**src/hdl/tlbfa_pkg.sv**
```systemverilog
// shared types and constants of the fully associative translation buffer
package tlbfa_pkg;

   // payload field widths seen at the ports
   localparam int PAGE_FIELD_W  = 8;
   localparam int FRAME_FIELD_W = 8;
   localparam int ACC_W         = 2;

   typedef enum logic [1:0] {
      OP_LOOKUP = 2'd0,
      OP_INSERT = 2'd1,
      OP_INVAL  = 2'd2,
      OP_FLUSH  = 2'd3
   } opcode_type;

   typedef struct packed {
      opcode_type                opcode;
      logic [PAGE_FIELD_W-1:0]   page_number;
      logic [ACC_W-1:0]          access_bits;
      logic [FRAME_FIELD_W-1:0]  new_frame;
   } req_type;

   typedef struct packed {
      logic                      hit;
      logic [FRAME_FIELD_W-1:0]  frame_out;
      logic                      insert_dropped;
   } rsp_type;

   typedef enum logic [1:0] {
      ST_IDLE,
      ST_SCAN,
      ST_DONE
   } scan_state_type;

endpackage

```
**src/hdl/tlb_fully_associative.sv**
```systemverilog
// fully associative translation buffer, top level
//
// Request channel (req_valid/req_ready/req_data) takes one request at a time:
// lookup, insert, invalidate page or flush all. Every request gives exactly
// one response on the response channel (rsp_valid/rsp_ready/rsp_data).
// Entries sit in a single-port-read, single-port-write memory; a lookup,
// insert or invalidate walks the entries one per cycle in index order with
// one comparator, and stops at the first valid entry whose page matches.
// A flush clears all valid bits without a walk. A new request is taken in the
// cycle after the previous one has been handed to the response register.
// Valid bits are flip-flops and clear at reset; the entry memory has no reset
// and is only read through a valid entry.
// The response register holds its value while rsp_ready is low; the walker
// may accept and finish one more request, then waits until the register frees.
module tlb_fully_associative #(
   parameter int TLB_ENTRIES = 16,
   parameter int PAGE_BITS   = 8,
   parameter int FRAME_BITS  = 8
) (
   input  logic               clock,
   input  logic               reset,
   input  logic               req_valid,
   output logic               req_ready,
   input  tlbfa_pkg::req_type req_data,
   output logic               rsp_valid,
   input  logic               rsp_ready,
   output tlbfa_pkg::rsp_type rsp_data
);

   logic               done_valid;
   logic               done_ready;
   tlbfa_pkg::rsp_type done_data;
   logic               rsp_valid_ff, rsp_valid_in;
   tlbfa_pkg::rsp_type rsp_data_ff, rsp_data_in;

   tlbfa_scan #(
      .TLB_ENTRIES (TLB_ENTRIES),
      .PAGE_BITS   (PAGE_BITS),
      .FRAME_BITS  (FRAME_BITS)
   ) u_scan (
      .clock      (clock),
      .reset      (reset),
      .req_valid  (req_valid),
      .req_ready  (req_ready),
      .req_data   (req_data),
      .done_valid (done_valid),
      .done_ready (done_ready),
      .done_data  (done_data)
   );

   // response register
   always_comb begin
      done_ready   = !rsp_valid_ff || rsp_ready;
      rsp_valid_in = rsp_valid_ff;
      rsp_data_in  = rsp_data_ff;
      if (done_valid && done_ready) begin
         rsp_valid_in = 1'b1;
         rsp_data_in  = done_data;
      end else if (rsp_ready) begin
         rsp_valid_in = 1'b0;
      end
   end

   always_ff @(posedge clock) begin
      if (reset) begin
         rsp_valid_ff <= 1'b0;
      end else begin
         rsp_valid_ff <= rsp_valid_in;
      end
   end

   always_ff @(posedge clock) begin
      rsp_data_ff <= rsp_data_in;
   end

   assign rsp_valid = rsp_valid_ff;
   assign rsp_data  = rsp_data_ff;

`ifndef NO_ASSERTIONS
   // a finished request stays offered until the response register takes it
   a_done_holds: assert property (@(posedge clock) disable iff (reset)
      done_valid && !done_ready |=> done_valid)
      else $error("finished request lost before hand-off");

   // a hit and a dropped insert never come together
   a_hit_not_dropped: assert property (@(posedge clock) disable iff (reset)
      rsp_valid |-> !(rsp_data.hit && rsp_data.insert_dropped))
      else $error("response both hit and dropped");

   // no frame is returned without a hit
   a_frame_on_hit: assert property (@(posedge clock) disable iff (reset)
      rsp_valid && !rsp_data.hit |-> rsp_data.frame_out == '0)
      else $error("frame returned without hit");
`endif

endmodule

```
**src/hdl/tlbfa_entry_ram.sv**
```systemverilog
// entry memory: one write port, one registered read port
module tlbfa_entry_ram #(
   parameter int DEPTH  = 16,
   parameter int ADDR_W = 4,
   parameter int WIDTH  = 18
) (
   input  logic              clock,
   input  logic              wr_en,
   input  logic [ADDR_W-1:0] wr_addr,
   input  logic [WIDTH-1:0]  wr_data,
   input  logic              rd_en,
   input  logic [ADDR_W-1:0] rd_addr,
   output logic [WIDTH-1:0]  rd_data
);

   logic [WIDTH-1:0] mem [DEPTH];

   // write port
   always_ff @(posedge clock) begin
      if (wr_en) begin
         mem[wr_addr] <= wr_data;
      end
   end

   // read port, registered
   always_ff @(posedge clock) begin
      if (rd_en) begin
         rd_data <= mem[rd_addr];
      end
   end

endmodule

```
**src/hdl/tlbfa_scan.sv**
```systemverilog
// request sequencer: walks the entry memory, compares and updates entries
module tlbfa_scan #(
   parameter int TLB_ENTRIES = 16,
   parameter int PAGE_BITS   = 8,
   parameter int FRAME_BITS  = 8
) (
   input  logic               clock,
   input  logic               reset,
   input  logic               req_valid,
   output logic               req_ready,
   input  tlbfa_pkg::req_type req_data,
   output logic               done_valid,
   input  logic               done_ready,
   output tlbfa_pkg::rsp_type done_data
);

   // stored widths never exceed the port fields
   localparam int PW     = (PAGE_BITS < tlbfa_pkg::PAGE_FIELD_W) ?
                           PAGE_BITS : tlbfa_pkg::PAGE_FIELD_W;
   localparam int FW     = (FRAME_BITS < tlbfa_pkg::FRAME_FIELD_W) ?
                           FRAME_BITS : tlbfa_pkg::FRAME_FIELD_W;
   localparam int AW     = tlbfa_pkg::ACC_W;
   localparam int WIDTH  = PW + FW + AW;
   localparam int IDX_W  = (TLB_ENTRIES > 1) ? $clog2(TLB_ENTRIES) : 1;
   localparam int CNT_W  = $clog2(TLB_ENTRIES + 1);

   tlbfa_pkg::scan_state_type state_ff, state_in;
   tlbfa_pkg::req_type        req_ff, req_in;
   tlbfa_pkg::rsp_type        res_ff, res_in;
   logic [TLB_ENTRIES-1:0]    valid_ff, valid_in;
   logic [CNT_W-1:0]          issue_ff, issue_in;
   logic                      cmp_vld_ff, cmp_vld_in;
   logic [IDX_W-1:0]          cmp_idx_ff, cmp_idx_in;
   logic                      free_found_ff, free_found_in;
   logic [IDX_W-1:0]          free_idx_ff, free_idx_in;

   logic              rd_en;
   logic [IDX_W-1:0]  rd_addr;
   logic [WIDTH-1:0]  rd_data;
   logic              wr_en;
   logic [IDX_W-1:0]  wr_addr;
   logic [WIDTH-1:0]  wr_data;

   logic [PW-1:0]     ent_page;
   logic [FW-1:0]     ent_frame;
   logic [AW-1:0]     ent_perm;
   logic [PW-1:0]     req_page;
   logic              ent_valid;
   logic              match;
   logic              last;
   logic              resolve;
   logic              free_now;
   logic [IDX_W-1:0]  free_sel;

   tlbfa_entry_ram #(
      .DEPTH  (TLB_ENTRIES),
      .ADDR_W (IDX_W),
      .WIDTH  (WIDTH)
   ) u_ram (
      .clock   (clock),
      .wr_en   (wr_en),
      .wr_addr (wr_addr),
      .wr_data (wr_data),
      .rd_en   (rd_en),
      .rd_addr (rd_addr),
      .rd_data (rd_data)
   );

   // compare of the entry returned by the memory
   always_comb begin
      ent_page  = rd_data[WIDTH-1 -: PW];
      ent_frame = rd_data[AW +: FW];
      ent_perm  = rd_data[AW-1:0];
      req_page  = req_ff.page_number[PW-1:0];
      ent_valid = valid_ff[cmp_idx_ff];
      match     = cmp_vld_ff && ent_valid && (ent_page == req_page);
      last      = cmp_vld_ff && (cmp_idx_ff == IDX_W'(TLB_ENTRIES - 1));
      resolve   = match || last;
      free_now  = free_found_ff || !ent_valid;
      free_sel  = free_found_ff ? free_idx_ff : cmp_idx_ff;
   end

   // next state
   always_comb begin
      state_in = state_ff;
      case (state_ff)
         tlbfa_pkg::ST_IDLE: begin
            if (req_valid) begin
               state_in = (req_data.opcode == tlbfa_pkg::OP_FLUSH) ?
                          tlbfa_pkg::ST_DONE : tlbfa_pkg::ST_SCAN;
            end
         end
         tlbfa_pkg::ST_SCAN: begin
            if ((state_ff == tlbfa_pkg::ST_SCAN) && resolve) begin
               state_in = tlbfa_pkg::ST_DONE;
            end
         end
         tlbfa_pkg::ST_DONE: begin
            if (done_ready) begin
               state_in = tlbfa_pkg::ST_IDLE;
            end
         end
         default: state_in = tlbfa_pkg::ST_IDLE;
      endcase
   end

   // outputs and datapath
   always_comb begin
      req_ready     = (state_ff == tlbfa_pkg::ST_IDLE);
      done_valid    = (state_ff == tlbfa_pkg::ST_DONE);
      done_data     = res_ff;
      req_in        = req_ff;
      res_in        = res_ff;
      valid_in      = valid_ff;
      issue_in      = issue_ff;
      cmp_vld_in    = 1'b0;
      cmp_idx_in    = cmp_idx_ff;
      free_found_in = free_found_ff;
      free_idx_in   = free_idx_ff;
      rd_en         = 1'b0;
      rd_addr       = issue_ff[IDX_W-1:0];
      wr_en         = 1'b0;
      wr_addr       = cmp_idx_ff;
      wr_data       = {req_page, req_ff.new_frame[FW-1:0], req_ff.access_bits};
      case (state_ff)
         tlbfa_pkg::ST_IDLE: begin
            if (req_valid) begin
               req_in        = req_data;
               res_in        = '0;
               issue_in      = '0;
               free_found_in = 1'b0;
               if (req_data.opcode == tlbfa_pkg::OP_FLUSH) begin
                  valid_in = '0;
               end
            end
         end
         tlbfa_pkg::ST_SCAN: begin
            // issue the next memory read
            if (issue_ff < CNT_W'(TLB_ENTRIES)) begin
               rd_en    = 1'b1;
               issue_in = issue_ff + CNT_W'(1);
            end
            cmp_vld_in = rd_en;
            cmp_idx_in = rd_addr;
            // remember the lowest free slot
            if (cmp_vld_ff && !ent_valid && !free_found_ff) begin
               free_found_in = 1'b1;
               free_idx_in   = cmp_idx_ff;
            end
            // act on the first match or at the end of the walk
            if (resolve) begin
               case (req_ff.opcode)
                  tlbfa_pkg::OP_LOOKUP: begin
                     if (match && ((ent_perm & req_ff.access_bits) == req_ff.access_bits))
                     begin
                        res_in.hit       = 1'b1;
                        res_in.frame_out = tlbfa_pkg::FRAME_FIELD_W'(ent_frame);
                     end
                  end
                  tlbfa_pkg::OP_INSERT: begin
                     if (match || free_now) begin
                        wr_en             = 1'b1;
                        wr_addr           = match ? cmp_idx_ff : free_sel;
                        valid_in[wr_addr] = 1'b1;
                     end else begin
                        res_in.insert_dropped = 1'b1;
                     end
                  end
                  tlbfa_pkg::OP_INVAL: begin
                     if (match) begin
                        valid_in[cmp_idx_ff] = 1'b0;
                     end
                  end
                  default: begin
                  end
               endcase
            end
         end
         default: begin
         end
      endcase
   end

   // control registers
   always_ff @(posedge clock) begin
      if (reset) begin
         state_ff   <= tlbfa_pkg::ST_IDLE;
         valid_ff   <= '0;
         cmp_vld_ff <= 1'b0;
      end else begin
         state_ff   <= state_in;
         valid_ff   <= valid_in;
         cmp_vld_ff <= cmp_vld_in;
      end
   end

   // payload and scan registers
   always_ff @(posedge clock) begin
      req_ff        <= req_in;
      res_ff        <= res_in;
      issue_ff      <= issue_in;
      cmp_idx_ff    <= cmp_idx_in;
      free_found_ff <= free_found_in;
      free_idx_ff   <= free_idx_in;
   end

endmodule

```
**config.mk**
```make
export PLATFORM = sky130hd
export DESIGN_NAME = tlb_fully_associative
export DESIGN_NICKNAME = d
export VERILOG_FILES = /design/src/hdl/tlbfa_pkg.sv /design/src/hdl/tlb_fully_associative.sv /design/src/hdl/tlbfa_entry_ram.sv /design/src/hdl/tlbfa_scan.sv
export SDC_FILE = /design/constraint.sdc
export NUM_CORES = 1
export LEC_CHECK = 0
export ABC_AREA = 1
export BUFFER_PORTS_ARGS = -buffer_cell sky130_fd_sc_hd__buf_2
export CAP_MARGIN = 20
export CORE_UTILIZATION = 30
export CTS_BUF_LIST = sky130_fd_sc_hd__clkbuf_8
export DETAILED_ROUTE_END_ITERATION = 6
export GPL_ROUTABILITY_DRIVEN = 0
export PLACE_DENSITY = 0.41
export SYNTH_ARGS = -nofsm -noshare
export SYNTH_HDL_FRONTEND = slang
export SYNTH_SLANG_ARGS = --single-unit
export TNS_END_PERCENT = 100
```
**constraint.sdc**
```tcl
create_clock -name clock -period 3.7 [get_ports clock]
set_input_delay 0.74 -clock clock [delete_from_list [all_inputs] [get_ports clock]]
set_output_delay 0.74 -clock clock [all_outputs]
set_load 0.1 [all_outputs]
```
# --- After elaboration in Yosys (flattened, before gate mapping) ---
# Memories as Yosys holds them, arrays and structs flattened. A register that Yosys moved wholly into a read port is not among the register bits.
# Cells that the tools add are included.
word_totals:
  reg_bits: 74
  latch_bits: 0
  mem_bits_rw: 288
  rom_bits: 0
  input_bits: 24
  out_inout_bits: 12
  word_cells: 127
  memories: 1
memory_table:
  columns: ["memory", "depth", "word_bits", "rd", "rd_ports_with_merged_regs", "write_ports", "line_no", "rtl"]
  rows:
  - ["u_scan.u_ram.mem", 16, 18, 1, 1, 1, "tlbfa_entry_ram.sv:16", "logic [WIDTH-1:0] mem [DEPTH];"]
classes:
  addsub: 1
  multipliers: 0
  n_div: 0
  magnitude_cmp: 5
  n_eq_ne: 22
  shift: 0
  n_mux: 47
  n_bitwise: 4
  reduce_logical: 29
ops:
  columns: ["operator", "count"]
  rows:
  - ["$mux W16", 5]
  - ["$pmux W16 S2", 2]
  - ["$mux W4", 6]
  - ["$mux W10", 2]
  - ["$pmux W10 S2", 1]
  - ["$mux W9", 2]
  - ["$mux W1", 17]
  - ["$and A16 B16 Y16", 1]
  - ["$ne A2 B2 Y1 const B", 8]
  - ["$not A16 Y16", 1]
  - ["$or A16 B16 Y16", 1]
  - ["$logic_and A1 B1 Y1", 10]
  - ["$lt A4 B5 Y1 const B", 2]
  - ["$mux W5", 2]
  - ["$pmux W5 S2", 1]
  - ["$reduce_and A5 Y1", 2]
  - ["$reduce_and A3 Y1", 3]
  - ["$demux W1 S4", 2]
  - ["$eq A8 B8 Y1", 1]
  - ["$ge A4 B1 Y1 const B", 2]
  - ["$mux W2", 4]
  - ["$reduce_and A7 Y1", 1]
  - ["$eq A2 B2 Y1 const B", 3]
  - ["$ne A2 B1 Y1 const B", 3]
  - ["16 further kinds", 26]

# --- Longest topological paths before layout ---
logic_depth:
  word_depth: 14
  depth_mapped: 18
  depth_no_buf: 18

# --- Modules after synthesis ---
# A second synthesis with hierarchy kept.
unflattened:
  hier_cells: 1622
  hier_area_um2: 16653.5
by_module_without_submodules:
  columns: ["mod", "n_inst", "cells_per_inst", "area_per_inst_um2", "seq_area_each_um2"]
  rows:
  - ["tlbfa_entry_ram", 1, 1203, 12942.4, 9188.8]
  - ["tlbfa_scan", 1, 403, 3363.2, 1701.6]
  - ["tlb_fully_associative", 1, 16, 347.8, 320.3]

# --- Worst setup path before layout ---
# Ideal clock, no wire load.
synth_path:
  path_kind: "reg2reg"
  from: "reg u_scan.state_ff[1]"
  to: "reg u_scan.res_ff (netlist bit u_scan.done_data[1]), enable pin"
  setup_time_ps: 378
  t_arrival_ps: 3581
  t_required_ps: 3322
  slack_ps: -259
  stages_incl_launch_ff: 6
  path_buffers: 0
  synth_period_minus_slack_ps: 3959
  path_cell_list: "dfxtp_1 -> nor2_1 -> inv_1 -> nor2_1 -> a21oi_4 -> a21oi_1"
synth_via:
  elab_chain_cells: 3
  word_cells_on_any_way: 8
  classes_between: "eq/ne (5); reduce/logical (3)"
synth_lines:
  columns: ["item", "line_no", "rtl"]
  rows:
  - ["from (decl)", "tlbfa_scan.sv:27", "tlbfa_pkg::scan_state_type state_ff, state_in;"]
  - ["from (signal assigned)", "tlbfa_scan.sv:187", "state_ff <= tlbfa_pkg::ST_IDLE;"]
  - ["from (signal assigned)", "tlbfa_scan.sv:191", "state_ff <= state_in;"]
  - ["$logic_not A2 Y1 (*)", null, null]
  - ["via req_ready", "tlb_fully_associative.sv:23", "output logic req_ready,"]
  - ["$ne A2 B2 Y1 (no source line) / $reduce_bool A2 Y1 (equally long branches)", null, null]
  - ["$reduce_and A5 Y1 (no source line) (*)", null, null]
  - ["to (signal assigned)", "tlbfa_scan.sv:200", "res_ff <= res_in;"]
  - ["to (decl)", "tlbfa_scan.sv:29", "tlbfa_pkg::rsp_type res_ff, res_in;"]
# The timed path passes the listed nets; every way through them passes the cells marked *.
# A chain may end at the register's enable or synchronous reset.

# --- Worst setup path after layout ---
layout_path:
  from: "reg u_scan.cmp_idx_ff[3]"
  to: "mem u_scan.u_ram.mem[12][5], enable pin"
layout_via:
  elab_chain_cells: 11
  word_cells_on_any_way: 22
  classes_between: "eq/ne (1); mux (14); reduce/logical (7)"
layout_lines:
  columns: ["item", "line_no", "rtl"]
  rows:
  - ["from (decl)", "tlbfa_scan.sv:33", "logic [IDX_W-1:0] cmp_idx_ff, cmp_idx_in;"]
  - ["from (signal assigned)", "tlbfa_scan.sv:202", "cmp_idx_ff <= cmp_idx_in;"]
  - ["$bmux W1 S4", "tlbfa_scan.sv:75", "ent_valid = valid_ff[cmp_idx_ff];"]
  - ["$mux W1 (not written as such)", "tlbfa_scan.sv:75", null]
  - ["$logic_and A1 B1 Y1 / $logic_not A1 Y1 (equally long branches)", "tlbfa_scan.sv:76, tlbfa_scan.sv:79", null]
  - ["$logic_and A1 B1 Y1 / $logic_or A1 B1 Y1 (equally long branches)", "tlbfa_scan.sv:76, tlbfa_scan.sv:79", null]
  - ["$logic_or A1 B1 Y1", "tlbfa_scan.sv:161", "if (match || free_now) begin"]
  - ["$mux W1", "tlbfa_scan.sv:161", null]
  - ["$mux W1", "tlbfa_scan.sv:152", "case (req_ff.opcode)"]
  - ["$mux W1", "tlbfa_scan.sv:151", "if (resolve) begin"]
  - ["$mux W1", "tlbfa_scan.sv:125", "case (state_ff)"]
  - ["$mux W1", "tlbfa_entry_ram.sv:20", "if (wr_en) begin"]
  - ["$mux W1 (not written as such)", "tlbfa_entry_ram.sv:21", "mem[wr_addr] <= wr_data;"]
  - ["to (decl)", "tlbfa_entry_ram.sv:16", null]
# Several ways; a longest one is shown, not always the timed one. The select of a mux whose other input is x is not followed.

==> summary.md <==
| Metric | Value |
|---|---|
| Die H | `228 microns` |
| Sw Ratio | `32.8%` |
| H-tree depth | `3` |
| Logic gate share of total power | `20.2%` |
| Hpwl dp | `26600 microns` |
| # rows | `82` |
| Crit path DAT | `3190 ps` |
| CTS Hold Buffers Added | `0` |
| Least-Margin Pin Slew | `947 ps` |
| Slew Limit Fails | `0` |
| Critical path class | `register to register` |
| VDD IR max | `0.000227 V` |
| Max Cap Viol | `0` |
| TritonCTS clock tree | `built` |
| DRC viols | `0` |
| Req. time, crit path | `3980 ps` |
| Post-Synthesis Cell Area | `15300 sq um` |
| CTS Buffer Depth | `3` |
| Area grow syn2layout | `15.9%` |
| Aggregate routed wire length | `44400 microns` |
| Fmax | `0.344 GHz` |
| CTS resizes | `0` |
| Sequential fraction of the synthesis area | `73.1%` |
| Post-CTS Setup Bufs | `0` |
| Final antenna-violating net count | `0` |
| Grt ovf | `0` |
| Final critical-path share of the clock period | `78.6%` |
| Num CTS Buffers | `69` |
| Hold Path Class | `input pin to register` |
| Worst Skew | `36.8 ps` |
| PortBufs | `35` |
| First DRT Iteration DRCs | `659` |
| Crit Path Max Fanout | `18` |
| Unrepaired setup endpoints after global routing | `no` |
| Cells after DPL | `1950` |
| Final min period | `2910 ps` |
| WL per Instance | `21.4 microns` |
| IO Count | `36` |
| Outcome | `finished, final reports clean` |
| Register share of total power | `47.0%` |
| Clock Pin Slew Worst Setup and Hold Paths | `60 ps` |
| DRT Pass-1 Iters | `5` |
| Crit path launch type | `register` |
| Pint | `7.39 mW` |
| Synth Net Count | `1283` |
| Core area | `50300 sq um` |
| Largest net degree at the start of global routing | `149` |
| Yosys warning count | `0` |
| Number of antenna diodes | `0` |
| Setup Viol. Count Final | `0` |
| Initial antenna violation count | `0` |
| Layout cell share with drive strength beyond 1 | `15.9%` |
| Via count | `9923` |
| Die Area | `52000 sq um` |
| Netlist cell types | `36` |
| Slew HR | `36.9%` |
| Starting density of the core | `30.5%` |
| Final Hold Vio Count | `0` |
| Leak Pwr | `6.22 nW` |
| Avg Vias per Cell | `4.79` |
| Switching Power | `3.61 mW` |
| Clk sink count | `380` |
| Total negative setup slack | `0 ps` |
| Worst-skew pair later-pin latency | `640 ps` |
| CTS root buffer | `clkbuf_8` |
| Clock power share | `32.8%` |
| Vias in the first global route | `10000` |
| Nets | `1377` |
| Final Util | `35.3%` |
| Pwr dens | `619 nW/um^2` |
| Critical path capture point type | `register` |
| GRT Total Usage | `17.3%` |
| Die X | `228 microns` |
| Synthesized area per cell | `12.2 sq um` |
| Post-route insts no fill | `2072` |
| Global-route wire length before repair | `66200 microns` |
| Syn Inst Count | `1255` |
| #FFs+latches synth | `380` |
## cell type report
class                   instances  area [sq um]
multi-input cells             739          3630
clock inverters                50           233
fillers                      5032         32500
well taps                     672           841
clock buffers                  72           991
flip-flops and latches        380         11200
repair buffers                 86           583
inverters                      73           277
## synthesized netlist by cell type (all sizes together)
library cell | count | share of area (%)
buf | 6 | 0.31
dfxtp | 20 | 2.6
edfxtp | 360 | 70
nor3 | 4 | 0.13
nand2b | 1 | 0.057
xnor2 | 1 | 0.057
clkbuf | 57 | 1.4
inv | 71 | 1.7
nand4 | 16 | 0.65
o22ai | 24 | 0.98
nand2 | 249 | 6.4
o21a | 1 | 0.049
a21o | 1 | 0.049
ha | 4 | 0.33
a221oi | 22 | 1.3
a21boi | 1 | 0.073
nand3 | 55 | 1.9
nor2 | 142 | 3.9
or2 | 1 | 0.041
clkinv | 2 | 0.049
a21oi | 78 | 2.6
o21ai | 123 | 4.1
a311oi | 1 | 0.057
o221ai | 15 | 0.86
## metrics by stage
step	instance area, sq um	hold WS, ps	total power [mW]	setup slack [ps]
finish	17800	279	11.0	792
CTS	17800	216	11.2	740
global route	17800	228	11.6	522
detailed placement	16500	406	7.53	772
floorplan	15300	400	6.58	290
global placement	16500	403	7.53	834
## power by group through the flow
stage | Clock [mW] | Sequential (mW) | Combinational [mW]
4_1_cts | 3.74 | 5.17 | 2.27
3_3_place_gp | 0 | 5.26 | 2.27
6_report | 3.60 | 5.17 | 2.23
3_5_place_dp | 0 | 5.26 | 2.26
2_1_floorplan | 0 | 5.27 | 1.31
5_1_grt | 3.92 | 5.19 | 2.47
## placed cells by master (no fill, tap or decap), drive strengths merged
master and count:
nand3 55, clkinvlp 3, edfxtp 360, ha 4, a21boi 1, nor2 142
nor3 4, o21ai 123, clkbuf 72, a221oi 22, a21oi 78, inv 100
xnor2 1, or2 1, a311oi 1, buf 86, o221ai 15, nand2b 1
o22ai 24, a21o 1, nand4 16, o21a 1, nand2 249, dfxtp 20
clkinv 20
## cell families after synthesis
logic type | synth area share (%)
DFF | 73.1
adders and majority gates | 0.326
and+or+nand+nor | 13.0
buffers and inverters | 3.49
AOI/OAI and AO/OA | 10.0
xor gates and xnor gates | 0.0571
## path summary, 6_finish.rpt
check / end / slack, ps / cells after the start / from
worst min-delay path: u_scan.req_ff[7]$_DFFE_PP_ / 280 / 1 / req_data[7]
worst min register to register: rsp_data[3]$_DFFE_PP_ / 420 / 0 / u_scan.done_data[3]$_SDFFCE_PN0P_
worst max register to register: u_scan.u_ram.mem[12][5]$_DFFE_PP_ / 790 / 14 / u_scan.cmp_idx_ff[3]$_DFFE_PP_
worst max-delay path: u_scan.u_ram.mem[12][5]$_DFFE_PP_ / 790 / 14 / u_scan.cmp_idx_ff[3]$_DFFE_PP_
## routing by layer
layer / vias to the layer above / routed length, microns / track usage, %
met1: 4881 / 20400 / 23.9
met3: 67 / 2340 / 3.23
met2: 264 / 20600 / 27.1
met5: - / 0 / 0
met4: 0 / 1070 / 6.27
li1: 4711 / - / -
## registers in the layout (all words and copies together), names as in the netlist
register / flops
u_scan.u_ram.rd_data: 18
u_scan.free_idx_ff: 4
u_scan.u_ram.mem: 288
rsp_valid: 1
u_scan.state_ff: 2
u_scan.req_page: 8
u_scan.req_ff: 12
u_scan.done_data: 10
u_scan.valid_ff: 16
u_scan.issue_ff: 5
u_scan.cmp_idx_ff: 4
u_scan.cmp_vld_ff: 1
rsp_data: 10
u_scan.free_found_ff: 1
## worst max-delay path, stage by stage (launching register included)
cell and delay (ps):
edfxtp_1 540, nor2_1 400, nand2_1 110, nand2_1 80, inv_2 60, nand2_8 90
nand2_8 70, nand2_4 90, nand2_2 70, nor2_4 200, nand2_1 100, o21ai_2 80
nand2_1 160, nor2_2 110, buf_4 360
(Power assumes the default switching activity.)
